--- config.mk ---
export PLATFORM = sky130hd
export DESIGN_NAME = utf8_to_utf16_stream_transcoder
export DESIGN_NICKNAME = d
export VERILOG_FILES = /design/src/u2u_pkg.sv /design/src/u2u_ctrl.sv /design/src/u2u_dpath.sv /design/src/utf8_to_utf16_stream_transcoder.sv
export VERILOG_INCLUDE_DIRS = /design/src /design/src/src
export SDC_FILE = /design/constraint.sdc
export NUM_CORES = 1
export LEC_CHECK = 0
export BUFFER_PORTS_ARGS = -buffer_cell sky130_fd_sc_hd__buf_2
export CAP_MARGIN = 20
export CORE_MARGIN = 3
export CORE_UTILIZATION = 59
export CTS_CLUSTER_DIAMETER = 80
export DETAILED_ROUTE_END_ITERATION = 8
export PLACE_DENSITY = 0.76
export SLEW_MARGIN = 20
export SYNTH_ARGS = -nofsm -noshare
export SYNTH_HDL_FRONTEND = slang
export SYNTH_SLANG_ARGS = --single-unit
export TNS_END_PERCENT = 5
--- constraint.sdc ---
create_clock -name clk -period 10.2 [get_ports clk]
set_clock_uncertainty 0.1 [all_clocks]
set_input_delay 1.53 -clock clk [delete_from_list [all_inputs] [get_ports clk]]
set_output_delay 1.53 -clock clk [all_outputs]
set_load 0.05 [all_outputs]
--- src/utf8_to_utf16_stream_transcoder_macros.svh ---
// assertion macros used by the transcoder datapath
`ifndef UTF8_TO_UTF16_STREAM_TRANSCODER_MACROS_SVH
`define UTF8_TO_UTF16_STREAM_TRANSCODER_MACROS_SVH

// same-cycle implication, checked on every rising clock edge outside reset
`define U2U_ASSERT_NOW(lbl, ante, cons, msg) \
	lbl: assert property (@(posedge clk) disable iff (!arst_n) (ante) |-> (cons)) \
		else $error(msg);

// next-cycle implication
`define U2U_ASSERT_NEXT(lbl, ante, cons, msg) \
	lbl: assert property (@(posedge clk) disable iff (!arst_n) (ante) |=> (cons)) \
		else $error(msg);

`endif

--- src/u2u_pkg.sv ---
// shared types, constants and helpers of the utf-8 to utf-16 transcoder
package u2u_pkg;

	localparam logic [15:0] REPL_UNIT = 16'hFFFD;
	localparam logic [5:0]  HI_SURR_TAG = 6'b110110;
	localparam logic [5:0]  LO_SURR_TAG = 6'b110111;
	localparam logic [20:0] SUPP_BASE = 21'h010000;
	localparam logic [20:0] MAX_CP = 21'h10FFFF;
	localparam logic [15:0] SURR_FIRST = 16'hD800;
	localparam logic [15:0] SURR_LAST = 16'hDFFF;
	localparam logic [15:0] MIN_CP3 = 16'h0800;
	localparam logic [10:0] MIN_CP2 = 11'h080;

	localparam logic [0:0] OP_DATA = 1'b0;
	localparam logic [0:0] OP_EOS = 1'b1;

	localparam logic [2:0] LEN_1 = 3'd1;
	localparam logic [2:0] LEN_2 = 3'd2;
	localparam logic [2:0] LEN_3 = 3'd3;
	localparam logic [2:0] LEN_4 = 3'd4;

	typedef enum logic [1:0] {
		ST_IDLE,
		ST_RUN,
		ST_FLUSH
	} u2u_state_t;

	typedef struct packed {
		logic load;
		logic emit;
		logic flush;
	} u2u_cmd_t;

	typedef struct packed {
		logic done;
		logic held_nz;
		logic out_free;
	} u2u_status_t;

	// sequence length announced by a lead byte; a stray or invalid lead counts as one
	function automatic logic [2:0] lead_len(input logic [7:0] b);
		logic [2:0] n;
		n = LEN_1;
		if (b[7:5] == 3'b110)
			n = LEN_2;
		else if (b[7:4] == 4'b1110)
			n = LEN_3;
		else if (b[7:3] == 5'b11110)
			n = LEN_4;
		return n;
	endfunction

endpackage

--- src/u2u_ctrl.sv ---
// controller state machine of the transcoder
module u2u_ctrl import u2u_pkg::*; (
	input  logic        clk,
	input  logic        arst_n,
	input  logic        in_valid,
	input  logic [0:0]  opcode,
	output logic        in_ready,
	input  u2u_status_t st,
	output u2u_cmd_t    cmd
);

	u2u_state_t state_q, state_nx;

	always_ff @(posedge clk or negedge arst_n) begin
		if (!arst_n)
			state_q <= ST_IDLE;
		else
			state_q <= state_nx;
	end

	always_comb begin
		state_nx = state_q;
		unique case (state_q)
			ST_IDLE: begin
				if (in_valid) begin
					if (opcode == OP_DATA)
						state_nx = ST_RUN;
					else if (st.held_nz)
						state_nx = ST_FLUSH;
				end
			end
			ST_RUN: begin
				if (st.done)
					state_nx = ST_IDLE;
			end
			ST_FLUSH: begin
				if (st.out_free)
					state_nx = ST_IDLE;
			end
			default: state_nx = ST_IDLE;
		endcase
	end

	always_comb begin
		in_ready = 1'b0;
		cmd = '0;
		unique case (state_q)
			ST_IDLE: begin
				in_ready = 1'b1;
				cmd.load = in_valid && (opcode == OP_DATA);
			end
			ST_RUN: begin
				cmd.emit = !st.done && st.out_free;
			end
			ST_FLUSH: begin
				cmd.flush = st.out_free;
			end
			default: begin
				in_ready = 1'b0;
			end
		endcase
	end

endmodule

--- src/u2u_dpath.sv ---
// byte window, decoder and output register of the transcoder
`include "utf8_to_utf16_stream_transcoder_macros.svh"
module u2u_dpath import u2u_pkg::*; (
	input  logic        clk,
	input  logic        arst_n,
	input  logic [7:0]  data_byte,
	input  logic        out_ready,
	input  u2u_cmd_t    cmd,
	output u2u_status_t st,
	output logic        out_valid,
	output logic [15:0] code_unit,
	output logic        last_unit
);

	// window, oldest byte in w0; held bytes stay here between beats
	logic [7:0]  w0_q, w1_q, w2_q, w3_q;
	logic [2:0]  cnt_q;
	logic        phase_q;
	logic        out_valid_q;
	logic [15:0] unit_q;
	logic        last_q;

	logic [2:0]  len_raw, eff_len, rem_after, nxt_len;
	logic        incomplete, bad_lead, seq_ok, pair, last_calc, out_free;
	logic        c1, c2, c3;
	logic [10:0] cp2;
	logic [15:0] cp3;
	logic [20:0] cp4;
	logic [19:0] v;
	logic [15:0] single_unit, hi_unit, lo_unit;
	logic [7:0]  nxt_byte;

	assign len_raw = lead_len(w0_q);
	assign bad_lead = (w0_q[7:6] == 2'b10) || (w0_q[7:3] == 5'b11111);
	assign incomplete = len_raw > cnt_q;

	assign c1 = w1_q[7:6] == 2'b10;
	assign c2 = w2_q[7:6] == 2'b10;
	assign c3 = w3_q[7:6] == 2'b10;
	assign cp2 = {w0_q[4:0], w1_q[5:0]};
	assign cp3 = {w0_q[3:0], w1_q[5:0], w2_q[5:0]};
	assign cp4 = {w0_q[2:0], w1_q[5:0], w2_q[5:0], w3_q[5:0]};
	assign v = 20'(cp4 - SUPP_BASE);
	assign hi_unit = {HI_SURR_TAG, v[19:10]};
	assign lo_unit = {LO_SURR_TAG, v[9:0]};

	always_comb begin
		seq_ok = 1'b1;
		unique case (len_raw)
			LEN_2: seq_ok = c1 && (cp2 >= MIN_CP2);
			LEN_3: seq_ok = c1 && c2 && (cp3 >= MIN_CP3)
				&& !((cp3 >= SURR_FIRST) && (cp3 <= SURR_LAST));
			LEN_4: seq_ok = c1 && c2 && c3 && (cp4 >= SUPP_BASE) && (cp4 <= MAX_CP);
			default: seq_ok = 1'b1;
		endcase
	end

	always_comb begin
		eff_len = LEN_1;
		pair = 1'b0;
		single_unit = REPL_UNIT;
		if (len_raw == LEN_1) begin
			single_unit = bad_lead ? REPL_UNIT : {8'h00, w0_q};
		end else if (seq_ok) begin
			eff_len = len_raw;
			unique case (len_raw)
				LEN_2: single_unit = {5'b0, cp2};
				LEN_3: single_unit = cp3;
				default: pair = 1'b1;
			endcase
		end
	end

	// look one sequence ahead to mark the last unit of this beat
	assign rem_after = cnt_q - eff_len;
	always_comb begin
		case (eff_len)
			LEN_1: nxt_byte = w1_q;
			LEN_2: nxt_byte = w2_q;
			default: nxt_byte = w3_q;
		endcase
	end
	assign nxt_len = lead_len(nxt_byte);
	assign last_calc = (rem_after == 3'd0) || (nxt_len > rem_after);

	assign out_free = !out_valid_q || out_ready;
	assign st.done = (cnt_q == 3'd0) || incomplete;
	assign st.held_nz = cnt_q != 3'd0;
	assign st.out_free = out_free;

	always_ff @(posedge clk or negedge arst_n) begin
		if (!arst_n) begin
			cnt_q <= 3'd0;
			phase_q <= 1'b0;
		end else if (cmd.load) begin
			cnt_q <= cnt_q + 3'd1;
		end else if (cmd.flush) begin
			cnt_q <= 3'd0;
		end else if (cmd.emit) begin
			if (pair && !phase_q) begin
				phase_q <= 1'b1;
			end else begin
				phase_q <= 1'b0;
				cnt_q <= rem_after;
			end
		end
	end

	always_ff @(posedge clk) begin
		if (cmd.load) begin
			case (cnt_q[1:0])
				2'd0: w0_q <= data_byte;
				2'd1: w1_q <= data_byte;
				2'd2: w2_q <= data_byte;
				default: w3_q <= data_byte;
			endcase
		end else if (cmd.emit && !(pair && !phase_q)) begin
			case (eff_len)
				LEN_1: begin
					w0_q <= w1_q;
					w1_q <= w2_q;
					w2_q <= w3_q;
				end
				LEN_2: begin
					w0_q <= w2_q;
					w1_q <= w3_q;
				end
				LEN_3: w0_q <= w3_q;
				default: w0_q <= w0_q;
			endcase
		end
	end

	always_ff @(posedge clk or negedge arst_n) begin
		if (!arst_n)
			out_valid_q <= 1'b0;
		else if (cmd.emit || cmd.flush)
			out_valid_q <= 1'b1;
		else if (out_ready)
			out_valid_q <= 1'b0;
	end

	always_ff @(posedge clk) begin
		if (cmd.flush) begin
			unit_q <= REPL_UNIT;
			last_q <= 1'b1;
		end else if (cmd.emit) begin
			if (pair && !phase_q) begin
				unit_q <= hi_unit;
				last_q <= 1'b0;
			end else begin
				unit_q <= pair ? lo_unit : single_unit;
				last_q <= last_calc;
			end
		end
	end

	assign out_valid = out_valid_q;
	assign code_unit = unit_q;
	assign last_unit = last_q;

	`U2U_ASSERT_NOW(a_load_room, cmd.load, cnt_q <= 3'd3, "byte loaded into a full window")
	`U2U_ASSERT_NOW(a_emit_slot, cmd.emit || cmd.flush, out_free, "unit written over a waiting unit")
	`U2U_ASSERT_NOW(a_phase_pair, phase_q, pair && !st.done, "low surrogate pending without a pair")
	`U2U_ASSERT_NEXT(a_flush_unit, cmd.flush, out_valid_q && last_q && (unit_q == REPL_UNIT) && (cnt_q == 3'd0), "flush did not give a lone replacement")

endmodule

--- src/utf8_to_utf16_stream_transcoder.sv ---
// top level of the utf-8 to utf-16 stream transcoder
//
//  channel | direction | handshake           | payload
//  --------+-----------+---------------------+----------------------------
//  in      | sink      | in_valid / in_ready | opcode, data_byte
//  out     | source    | out_valid/out_ready | code_unit, last_unit
//
// a data beat is taken in idle, then the run state releases the code units
// that it yields (zero to four) and closes with a step back to idle
// an end-of-stream beat with bytes held goes through flush, giving a replacement
// the single output register sets the pace: one unit a cycle while out_ready is high
// reset clears the held count, the surrogate phase, the state and the output valid
// a stalled output holds the decoder on its current unit; input stays blocked till idle
module utf8_to_utf16_stream_transcoder import u2u_pkg::*; (
	input  logic        clk,
	input  logic        arst_n,
	input  logic        in_valid,
	output logic        in_ready,
	input  logic [0:0]  opcode,
	input  logic [7:0]  data_byte,
	output logic        out_valid,
	input  logic        out_ready,
	output logic [15:0] code_unit,
	output logic        last_unit
);

	// commands from the controller, status back from the datapath
	u2u_cmd_t    cmd;
	u2u_status_t st;

	// sequencer: idle / decode run / end-of-stream replacement
	u2u_ctrl u_ctrl (
		.clk      (clk),
		.arst_n   (arst_n),
		.in_valid (in_valid),
		.opcode   (opcode),
		.in_ready (in_ready),
		.st       (st),
		.cmd      (cmd)
	);

	// byte window with the held bytes, sequence decoder, surrogate split, output register
	u2u_dpath u_dpath (
		.clk       (clk),
		.arst_n    (arst_n),
		.data_byte (data_byte),
		.out_ready (out_ready),
		.cmd       (cmd),
		.st        (st),
		.out_valid (out_valid),
		.code_unit (code_unit),
		.last_unit (last_unit)
	);

endmodule
==> results.py, run 1 <==
metrics = {
    "finish": {
        "diodes": 0,
        "fin_nets": 457,
        "drive_above_1_share_pct": 13.79,
        "area_growth_pct": 6.764,
        "fillers": 473,
    },
    "timing": {
        "worst_slew_pin_slew_ps": 1035,
        "worst_slack_ps": 5850,
        "finalSetupTns_ps": 0,
        "timing.slew.headroom_pct": 30.61,
        "grt_setup_unrepaired": "false",
        "final.period_utilization_pct": 42.65,
        "setup_viol": 0,
        "post-route-min-period_ps": 4350,
        "fmax_ghz": 0.2299,
        "drv_slew": 0,
        "finalHoldViolations": 0,
    },
    "global_route": {
        "grt-ovfl-total": 0,
        "grt_pass1_wl_mm": 16.43,
        "grt_pass1_vias": 3146,
        "grt_max_degree": 30,
        "grt_use_total_pct": 29.01,
        "antenna_found_initial": 0,
    },
    "place": {
        "place_congestion": 0.9680,
        "dp_slack_ps": 5712,
        "io_buffer_count": 31,
        "hpwl_mm": 7.341,
    },
    "logic_synthesis": {
        "synth_edf_count": 32,
        "synthCells": 413,
        "synthArstFlopShare_pct": 12.50,
        "synthTopCellsByCount": "75 x nand2_1, 32 x edfxtp_1, 30 x nor2_1, 27 x a21oi_1, 26 x o21ai_0",
        "yosysTopAreaCellShare_pct": 26.64,
        "syn_avg_cell_area_sq_um": 8.734,
        "synth_nets": 443,
        "synth_area_leaders": "edfxtp_1 27%, dfxtp_1 9.4%, nand2_1 7.8%",
        "yosys.area.top_type": "edfxtp_1",
        "synth-seq-cells": 56,
        "ys_types": 61,
        "ys_seq_area_share_pct": 40.93,
        "synth.most_common_cell": "nand2_1",
        "synthFlopType": "edfxtp_1",
        "syn-cell-area_sq_um": 3607,
        "ys_warn_count": 0,
    },
    "power": {
        "switching_share_pct": 49.12,
        "leakagePower_nw": 1.523,
        "p_switching_uw": 547.4,
        "p_per_area_nw_per_um2": 289.4,
        "intPower_uw": 567.1,
        "p_seq_share_pct": 38.3,
        "vdd_ir_drop_max_uv": 194.9,
        "power_frac_clock_pct": 11.6,
        "comb_power_share_pct": 50.1,
    },
    "drt": {
        "first_pass_iters": 6,
        "ant_nets": 0,
        "wl_per_cell_um": 20.00,
        "via_per_inst": 6.510,
        "drtIter0Drc": 447,
        "wirelength_mm": 9.999,
        "top_layer_used": "met4",
        "route.met3.wl_mm": 1.027,
        "wl_met1_mm": 4.259,
        "drc": 0,
        "vias": 3255,
        "wl_met2_mm": 4.501,
    },
    "clocking": {
        "cts_setup_buffers": 0,
        "hold_buffers": 0,
        "clock_latency_ps": 320,
        "htree_levels": 2,
        "cts_made_buffers": 5,
        "cts_resized": 0,
        "cts_tree": "built",
        "cts_buffer_depth": 2,
        "cts.sink_count": 56,
        "clk_pin_slew_ps": 110,
        "cts_root_buf": "clkbuf_8",
    },
    "critical_path": {
        "crit_required_ps": 10300,
        "cp_max_fo": 18,
        "start_kind": "flip-flop",
        "path_class": "reg -> reg",
        "arrival_ps": 4450,
        "end_kind": "flip-flop",
    },
    "floorplanning": {
        "fp.dieArea_sq_um": 7088,
        "rows": 27,
        "design.core.area_sq_um": 5709,
        "start_util_pct": 63.18,
        "die_y_um": 84.19,
        "die_w_um": 84.19,
        "num_io_pins": 32,
    },
    "min_path": {
        "hold_path_class": "reg -> reg",
    },
    "run": {
        "drv_cap": 0,
    },
    "outcome": {
        "status": "finished, final reports clean",
    },
}
-- per-stage QoR --
| stage | instances | area, sq um | hold slack (ps) | power [mW] | util, % |
|---|---|---|---|---|---|
| 3_5_place_dp | 492 | 3760 | 347.8 | 0.9829 | 65.86 |
| 4_1_cts | 500 | 3851 | 364.3 | 1.110 | 67.46 |
| 5_1_grt | 500 | 3851 | 392.7 | 1.191 | 67.46 |
| 2_1_floorplan | 413 | 3607 | 375.3 | 0.8342 | - |
| 6_report | 500 | 3851 | 362.8 | 1.114 | 67.46 |
| 3_3_place_gp | 492 | 3760 | 347.3 | 0.9680 | 65.86 |
-- kinds of logic (layout without fill, tap and decap cells) --
group / count (synthesis) / after routing / share of synthesized area, %
and+or+nand+nor: 167 / 167 / 22.44
AOI/OAI and AO/OA: 120 / 120 / 22.55
DFF: 56 / 56 / 40.93
xor gates and xnor gates: 4 / 4 / 0.9711
buffers and inverters: 42 / 57 / 4.925
adders and majority gates: 17 / 17 / 6.105
muxes: 7 / 7 / 2.081
-- worst paths after layout --
kind / from / end / slack, ps / depth (start not counted)
max in group asynchronous: arst_n / u_dpath.cnt_q[0] / 8920 / 1
worst min-delay path: u_dpath.code_unit[1] / u_dpath.code_unit[1] / 360 / 2
worst min register to register: u_dpath.code_unit[1] / u_dpath.code_unit[1] / 360 / 2
min in group asynchronous: arst_n / u_dpath.phase_q / 920 / 1
worst max-delay path: u_dpath.w0_q[7] / u_dpath.last_unit / 5850 / 12
worst max register to register: u_dpath.w0_q[7] / u_dpath.last_unit / 5850 / 12
-- power groups by stage --
stage / sequential, mW / clock, mW / combinational (mW)
floorplan: 0.492 / 0 / 0.342
global placement: 0.428 / 0 / 0.540
detailed placement: 0.429 / 0 / 0.554
CTS: 0.423 / 0.130 / 0.557
global route: 0.437 / 0.140 / 0.614
finish: 0.427 / 0.129 / 0.559
-- state kept, by name (all words and copies together) (netlist names) --
signal	cells
u_ctrl.state_q	2
u_dpath.last_unit	1
u_dpath.w3_q	8
u_dpath.w1_q	8
u_dpath.out_valid	1
u_dpath.w2_q	8
u_dpath.w0_q	8
u_dpath.phase_q	1
u_dpath.cnt_q	3
u_dpath.code_unit	16
-- layout make-up --
class,count,area [sq um],area share [%]
Clock buffer,5,68.82,1.787
Multi-Input combinational cell,315,1958,50.84
Inverter,16,65.06,1.689
Sequential cell,56,1476,38.34
Tap cell,72,90.09,2.339
Clock inverter,3,22.52,0.5848
Timing Repair Buffer,33,170.2,4.418
-- worst max-delay path, cell delays in order, from the launching register on --
cell      delay [ps]
edfxtp_1         550
nand2_1          190
nor2_1           450
nand4b_1         700
and2_2           590
fa_1             470
xnor2_1          150
xnor2_1          280
ha_1             310
a21oi_1          130
a31oi_1           50
a31oi_1          170
o21ai_0           90
-- layer usage --
| metal | vias to the layer above | GRT usage [%] |
|---|---|---|
| li1 | 1552 | - |
| met4 | 0 | 9.503 |
| met1 | 1528 | 40.65 |
| met2 | 157 | 44.84 |
| met3 | 18 | 6.281 |
| met5 | - | 0 |
-- placed cells by master (no fill, tap or decap), types with 3 or more instances in the layout --
cell      count
nand2_1      75
edfxtp_1     32
buf_2        31
nor2_1       30
a21oi_1      27
o21ai_0      25
dfxtp_1      17
ha_1         16
inv_1        15
a31oi_1      12
o211ai_1     12
a221oi_1     10
nor3_1       10
nand3_1       9
dfrtp_1       7
a211oi_1      6
nand4_1       6
nand2b_1      5
a21o_1        5
clkbuf_8      5
xnor2_1       4
mux2_2        4
nor2b_1       4
mux2i_1       3
nor3_2        3
nand4b_1      3
and4b_1       3
nor4_1        3
Note: power is estimated with default switching activity, not from simulation.
==> inputs of run 2 (changes only) <==
--- a/config.mk
+++ b/config.mk
@@ -9,10 +9,10 @@
 export BUFFER_PORTS_ARGS = -buffer_cell sky130_fd_sc_hd__buf_2
 export CAP_MARGIN = 20
 export CORE_MARGIN = 3
-export CORE_UTILIZATION = 59
+export CORE_UTILIZATION = 54
 export CTS_CLUSTER_DIAMETER = 80
 export DETAILED_ROUTE_END_ITERATION = 8
-export PLACE_DENSITY = 0.76
+export PLACE_DENSITY = 0.73
 export SLEW_MARGIN = 20
 export SYNTH_ARGS = -nofsm -noshare
 export SYNTH_HDL_FRONTEND = slang
==> constraint.sdc (replaced) <==
create_clock -name clk -period 4 [get_ports clk]
set_clock_uncertainty 0.1 [all_clocks]
set_input_delay 0.6 -clock clk [delete_from_list [all_inputs] [get_ports clk]]
set_output_delay 0.6 -clock clk [all_outputs]
set_load 0.05 [all_outputs]
==> results.py, run 2 (synthesis results as in run 1) <==
metrics = {
    "finish": {
        "fin_nets": 495,
        "layout_commonest_cell": "nand2_1",
        "post-route-cell-area_sq_um": 4155,
        "drive_above_1_share_pct": 21.03,
        "area_growth_pct": 15.19,
        "largest_reg_flops": 16,
        "diodes": 0,
        "final_cell_mix": "75 x nand2_1, 39 x buf_4, 32 x edfxtp_1",
    },
    "floorplanning": {
        "num_io_pins": 32,
        "design.core.area_sq_um": 6422,
        "fp.dieArea_sq_um": 7697,
        "die_y_um": 87.73,
        "start_util_pct": 56.17,
        "rows": 29,
        "die_w_um": 87.73,
    },
    "timing": {
        "final.period_utilization_pct": 95.00,
        "grt_setup_unrepaired": "false",
        "hold_slack_ps": 358.9,
        "timing.slew.headroom_pct": 33.74,
        "finalSetupTns_ps": 0,
        "finalHoldViolations": 0,
        "worst_slew_pin_slew_ps": 993.9,
        "fmax_ghz": 0.2632,
        "drv_slew": 0,
        "setup_viol": 0,
        "post-route-min-period_ps": 3800,
        "worst_slack_ps": 200.2,
    },
    "drt": {
        "wl_per_cell_um": 19.71,
        "vias": 3544,
        "ant_nets": 0,
        "wirelength_mm": 10.70,
        "first_pass_iters": 5,
        "via_per_inst": 6.527,
        "drtIter0Drc": 402,
        "drc": 0,
    },
    "power": {
        "leakagePower_nw": 1.701,
        "p_total_mw": 2.979,
        "p_seq_share_pct": 35.1,
        "p_switching_mw": 1.434,
        "intPower_mw": 1.545,
        "power_frac_clock_pct": 11.1,
        "p_per_area_nw_per_um2": 716.9,
        "switching_share_pct": 48.14,
        "vdd_ir_drop_max_uv": 360.7,
        "comb_power_share_pct": 53.8,
    },
    "critical_path": {
        "cp_max_fo": 7,
        "cpPeakStageDelay_ps": 500,
        "cp.buffers_inverters": 1,
        "rr_startpoint": "u_dpath.w0_q[0]",
        "r2r_slack_ps": 200,
        "startpoint": "u_dpath.w0_q[0]",
        "arrival_ps": 3910,
        "rr_worst_depth": 14,
        "path_delay_family": "simple AND/OR/NAND/NOR gates",
        "worst_path_most_repeated_cell": "a31oi_1",
        "path_class": "reg -> reg",
        "start_kind": "flip-flop",
        "critPathSlowestCell": "or4b_1",
        "worstSetupPathDepth": 14,
        "crit_chain": "buf_4, nor3_1, a31oi_1, o211a_1, or2_4, o211a_1, or4b_1, and2_2, ha_1, a21o_1, a21oi_1, a31oi_1, a31oi_1, o21ai_0",
        "end_kind": "flip-flop",
        "crit_required_ps": 4110,
    },
    "clocking": {
        "clk_pin_slew_ps": 110,
        "cts_buffer_depth": 2,
        "cts_tree": "built",
        "htree_levels": 2,
        "cts.sink_count": 56,
        "cts_root_buf": "clkbuf_8",
        "clock_latency_ps": 320,
        "cts_made_buffers": 5,
    },
    "run": {
        "drv_cap": 0,
    },
    "outcome": {
        "status": "finished, final reports clean",
    },
    "min_path": {
        "hold_path_class": "reg -> reg",
        "hold_depth": 2,
        "hold_start": "u_dpath.code_unit[1]",
    },
    "global_route": {
        "grt_use_total_pct": 28.57,
        "grt_max_degree": 30,
        "grt_pass1_wl_mm": 16.80,
        "antenna_found_initial": 0,
        "grt_pass1_vias": 3216,
        "grt-ovfl-total": 0,
    },
    "place": {
        "io_buffer_count": 31,
        "hpwl_mm": 7.616,
        "place_congestion": 1.033,
        "dp_slack_ps": 255.3,
        "placed_cell_area_sq_um": 3916,
    },
}
## run 2: tightest hold or removal path, cell delays in order, from the launching register on
cell,delay [ps]
dfxtp_1,320
nand2_1,50
a21oi_1,50
## run 2: final timing paths
path	end
max in group asynchronous	u_dpath.out_valid
worst min-delay path	u_dpath.code_unit[1]
worst max register to register	u_dpath.last_unit
min in group asynchronous	u_dpath.cnt_q[1]
worst min register to register	u_dpath.code_unit[1]
worst max-delay path	u_dpath.last_unit
## run 2: repair_timing
action	CTS	global route
hold endpoints to repair	7	0
setup buffers	0	17
gates resized for setup	0	2
hold buffers	1	0
endpoints found under the setup margin	0	1
## run 2: area by class of cell
class,count,area [sq um]
well taps,77,96.34
flip-flops and latches,56,1476
inverters,16,65.06
fillers,539,2267
repair buffers,71,457.9
multi-input cells,315,1968
clock inverters,3,22.52
clock buffers,5,68.82
## run 2: routing by layer
layer  track usage [%]  up-vias  share of wire [%]
met2             43.08      236                 46
met5                 0        -                  0
met1             40.42     1643                 41
met4             11.72        0                3.0
li1                  -     1631                  -
met3             5.362       34                 10
## run 2: power groups by stage
stage	clock [mW]	combinational [mW]	sequential, mW
2_1_floorplan	0	0.873	1.25
3_5_place_dp	0	1.48	1.07
3_3_place_gp	0	1.45	1.06
6_report	0.331	1.60	1.04
4_1_cts	0.330	1.49	1.06
5_1_grt	0.361	1.76	1.07
## run 2: metrics by stage
| stage | instances | utilization [%] |
|---|---|---|
| final | 543 | 64.70 |
| after global routing | 543 | 64.70 |
| after CTS | 526 | 62.56 |
| after detailed placement | 517 | 60.98 |
| after global placement | 517 | 60.98 |
| after floorplan | 413 | - |
==> inputs of run 3 (changes only) <==
--- a/config.mk
+++ b/config.mk
@@ -12,7 +12,8 @@
 export CORE_UTILIZATION = 54
 export CTS_CLUSTER_DIAMETER = 80
 export DETAILED_ROUTE_END_ITERATION = 8
-export PLACE_DENSITY = 0.73
+export PLACE_DENSITY_LB_ADDON = 0.12
+export SKIP_LAST_GASP = 1
 export SLEW_MARGIN = 20
 export SYNTH_ARGS = -nofsm -noshare
 export SYNTH_HDL_FRONTEND = slang
==> results.py, run 3 (synthesis results as in run 1) <==
metrics = {
    "outcome": {
        "status": "finished, final reports clean",
    },
    "critical_path": {
        "worstSetupPathDepth": 15,
        "worst_path_most_repeated_cell": "a31oi_1",
        "end_kind": "flip-flop",
        "r2r_slack_ps": 250,
        "start_kind": "flip-flop",
        "crit_chain": "nand4_1, nor3b_1, a31oi_1, o211a_1, buf_4, o21ai_0, a21o_2, or4b_1, and2_2, ha_1, a21o_1, a21oi_1, a31oi_1, a31oi_1, o21ai_0",
        "path_delay_family": "compound AO/OA/AOI/OAI gates",
        "cp_max_fo": 24,
        "cp.buffers_inverters": 1,
        "path_class": "reg -> reg",
        "cpPeakStageDelay_ps": 550,
        "rr_worst_depth": 15,
        "crit_required_ps": 4110,
        "critPathSlowestCell": "edfxtp_1",
        "arrival_ps": 3850,
    },
    "run": {
        "drv_cap": 0,
    },
    "clocking": {
        "cts.sink_count": 56,
        "cts_made_buffers": 5,
        "clock_latency_ps": 320,
        "htree_levels": 2,
        "clk_pin_slew_ps": 110,
        "cts_buffer_depth": 2,
        "cts_root_buf": "clkbuf_8",
        "cts_tree": "built",
    },
    "timing": {
        "finalHoldViolations": 0,
        "fmax_ghz": 0.2670,
        "grt_setup_unrepaired": "false",
        "timing.slew.headroom_pct": 36.66,
        "final.period_utilization_pct": 93.64,
        "finalSetupTns_ps": 0,
        "drv_slew": 0,
        "hold_slack_ps": 361.6,
        "post-route-min-period_ps": 3745,
        "worst_slew_pin_slew_ps": 950.2,
        "setup_viol": 0,
    },
    "finish": {
        "area_growth_pct": 15.82,
        "fin_util_pct": 65.05,
        "layout_commonest_cell": "nand2_1",
        "post-route-cell-area_sq_um": 4178,
        "largest_reg_flops": 16,
        "diodes": 0,
        "drive_above_1_share_pct": 19.83,
        "final_cell_mix": "75 x nand2_1, 32 x edfxtp_1, 31 x buf_2",
        "fin_nets": 488,
    },
    "drt": {
        "first_pass_iters": 5,
        "drtIter0Drc": 367,
        "via_per_inst": 6.513,
        "drc": 0,
        "wl_per_cell_um": 20.41,
        "wirelength_mm": 10.94,
        "ant_nets": 0,
        "vias": 3491,
    },
    "global_route": {
        "grt_max_degree": 30,
        "grt_pass1_vias": 3318,
        "grt-ovfl-total": 0,
        "grt_use_total_pct": 30.02,
        "grt_pass1_wl_mm": 17.59,
        "antenna_found_initial": 0,
    },
    "min_path": {
        "hold_depth": 2,
        "hold_path_class": "reg -> reg",
    },
    "floorplanning": {
        "die_w_um": 87.73,
        "die_y_um": 87.73,
        "rows": 29,
        "start_util_pct": 56.17,
        "design.core.area_sq_um": 6422,
        "fp.dieArea_sq_um": 7697,
        "num_io_pins": 32,
    },
    "power": {
        "leakagePower_nw": 1.710,
        "p_per_area_nw_per_um2": 746.4,
        "vdd_ir_drop_max_uv": 424.1,
    },
    "place": {
        "io_buffer_count": 31,
        "place_congestion": 0.9666,
        "placed_cell_area_sq_um": 4009,
        "hpwl_mm": 8.137,
    },
}
-- run 3: power breakdown --
group	switching (mW)	total [mW]	internal [mW]
Clock	0.200	0.452	0.252
Sequential	0.200	1.05	0.851
Combinational	1.04	1.62	0.579
-- run 3: worst reg2reg max path, cell delays in order, from the launching register on --
cell      delay, ps
edfxtp_1        550
nand4_1         190
nor3b_1         330
a31oi_1         130
o211a_1         310
buf_4           240
o21ai_0         170
a21o_2          120
or4b_1          450
and2_2          210
ha_1            290
a21o_1          160
a21oi_1         130
a31oi_1          50
a31oi_1         130
o21ai_0          80
-- run 3: timing repair --
action                     in CTS  in global routing
resized for setup               0                  2
hold buffers                    0                  1
hold endpoints to repair        0                  5
setup endpoints to repair       0                  1
setup buffers                   0                  1
-- run 3: stage by stage --
stage,power [mW],setup WS [ps],std cells
after floorplan,2.127,293.7,413
after global placement,2.618,320.8,526
after detailed placement,2.642,323.2,526
after CTS,3.088,298.1,534
after global routing,3.324,12.92,536
final,3.118,254.6,536
-- run 3: final timing paths --
kind	startpoint	to
min	u_dpath.code_unit[1]	u_dpath.code_unit[1]
max	u_dpath.w2_q[2]	u_dpath.last_unit
min in group asynchronous	arst_n	u_dpath.cnt_q[0]
max reg2reg	u_dpath.w2_q[2]	u_dpath.last_unit
min reg2reg	u_dpath.code_unit[1]	u_dpath.code_unit[1]
max in group asynchronous	arst_n	u_dpath.phase_q
-- run 3: layer usage --
metal	GRT usage, %	up-vias	wire, um
li1	-	1621	-
met1	42.01	1649	4671
met2	46.30	189	5034
met3	5.268	32	884
met4	11.72	0	352
met5	0	-	0
-- run 3: area by class of cell --
class                   count  area, sq um
clock buffers               5        68.82
clock inverters             3        68.82
fillers                   548         2245
inverters                  16        65.06
multi-input cells         315         1972
flip-flops and latches     56         1476
well taps                  77        96.34
repair buffers             64        430.4
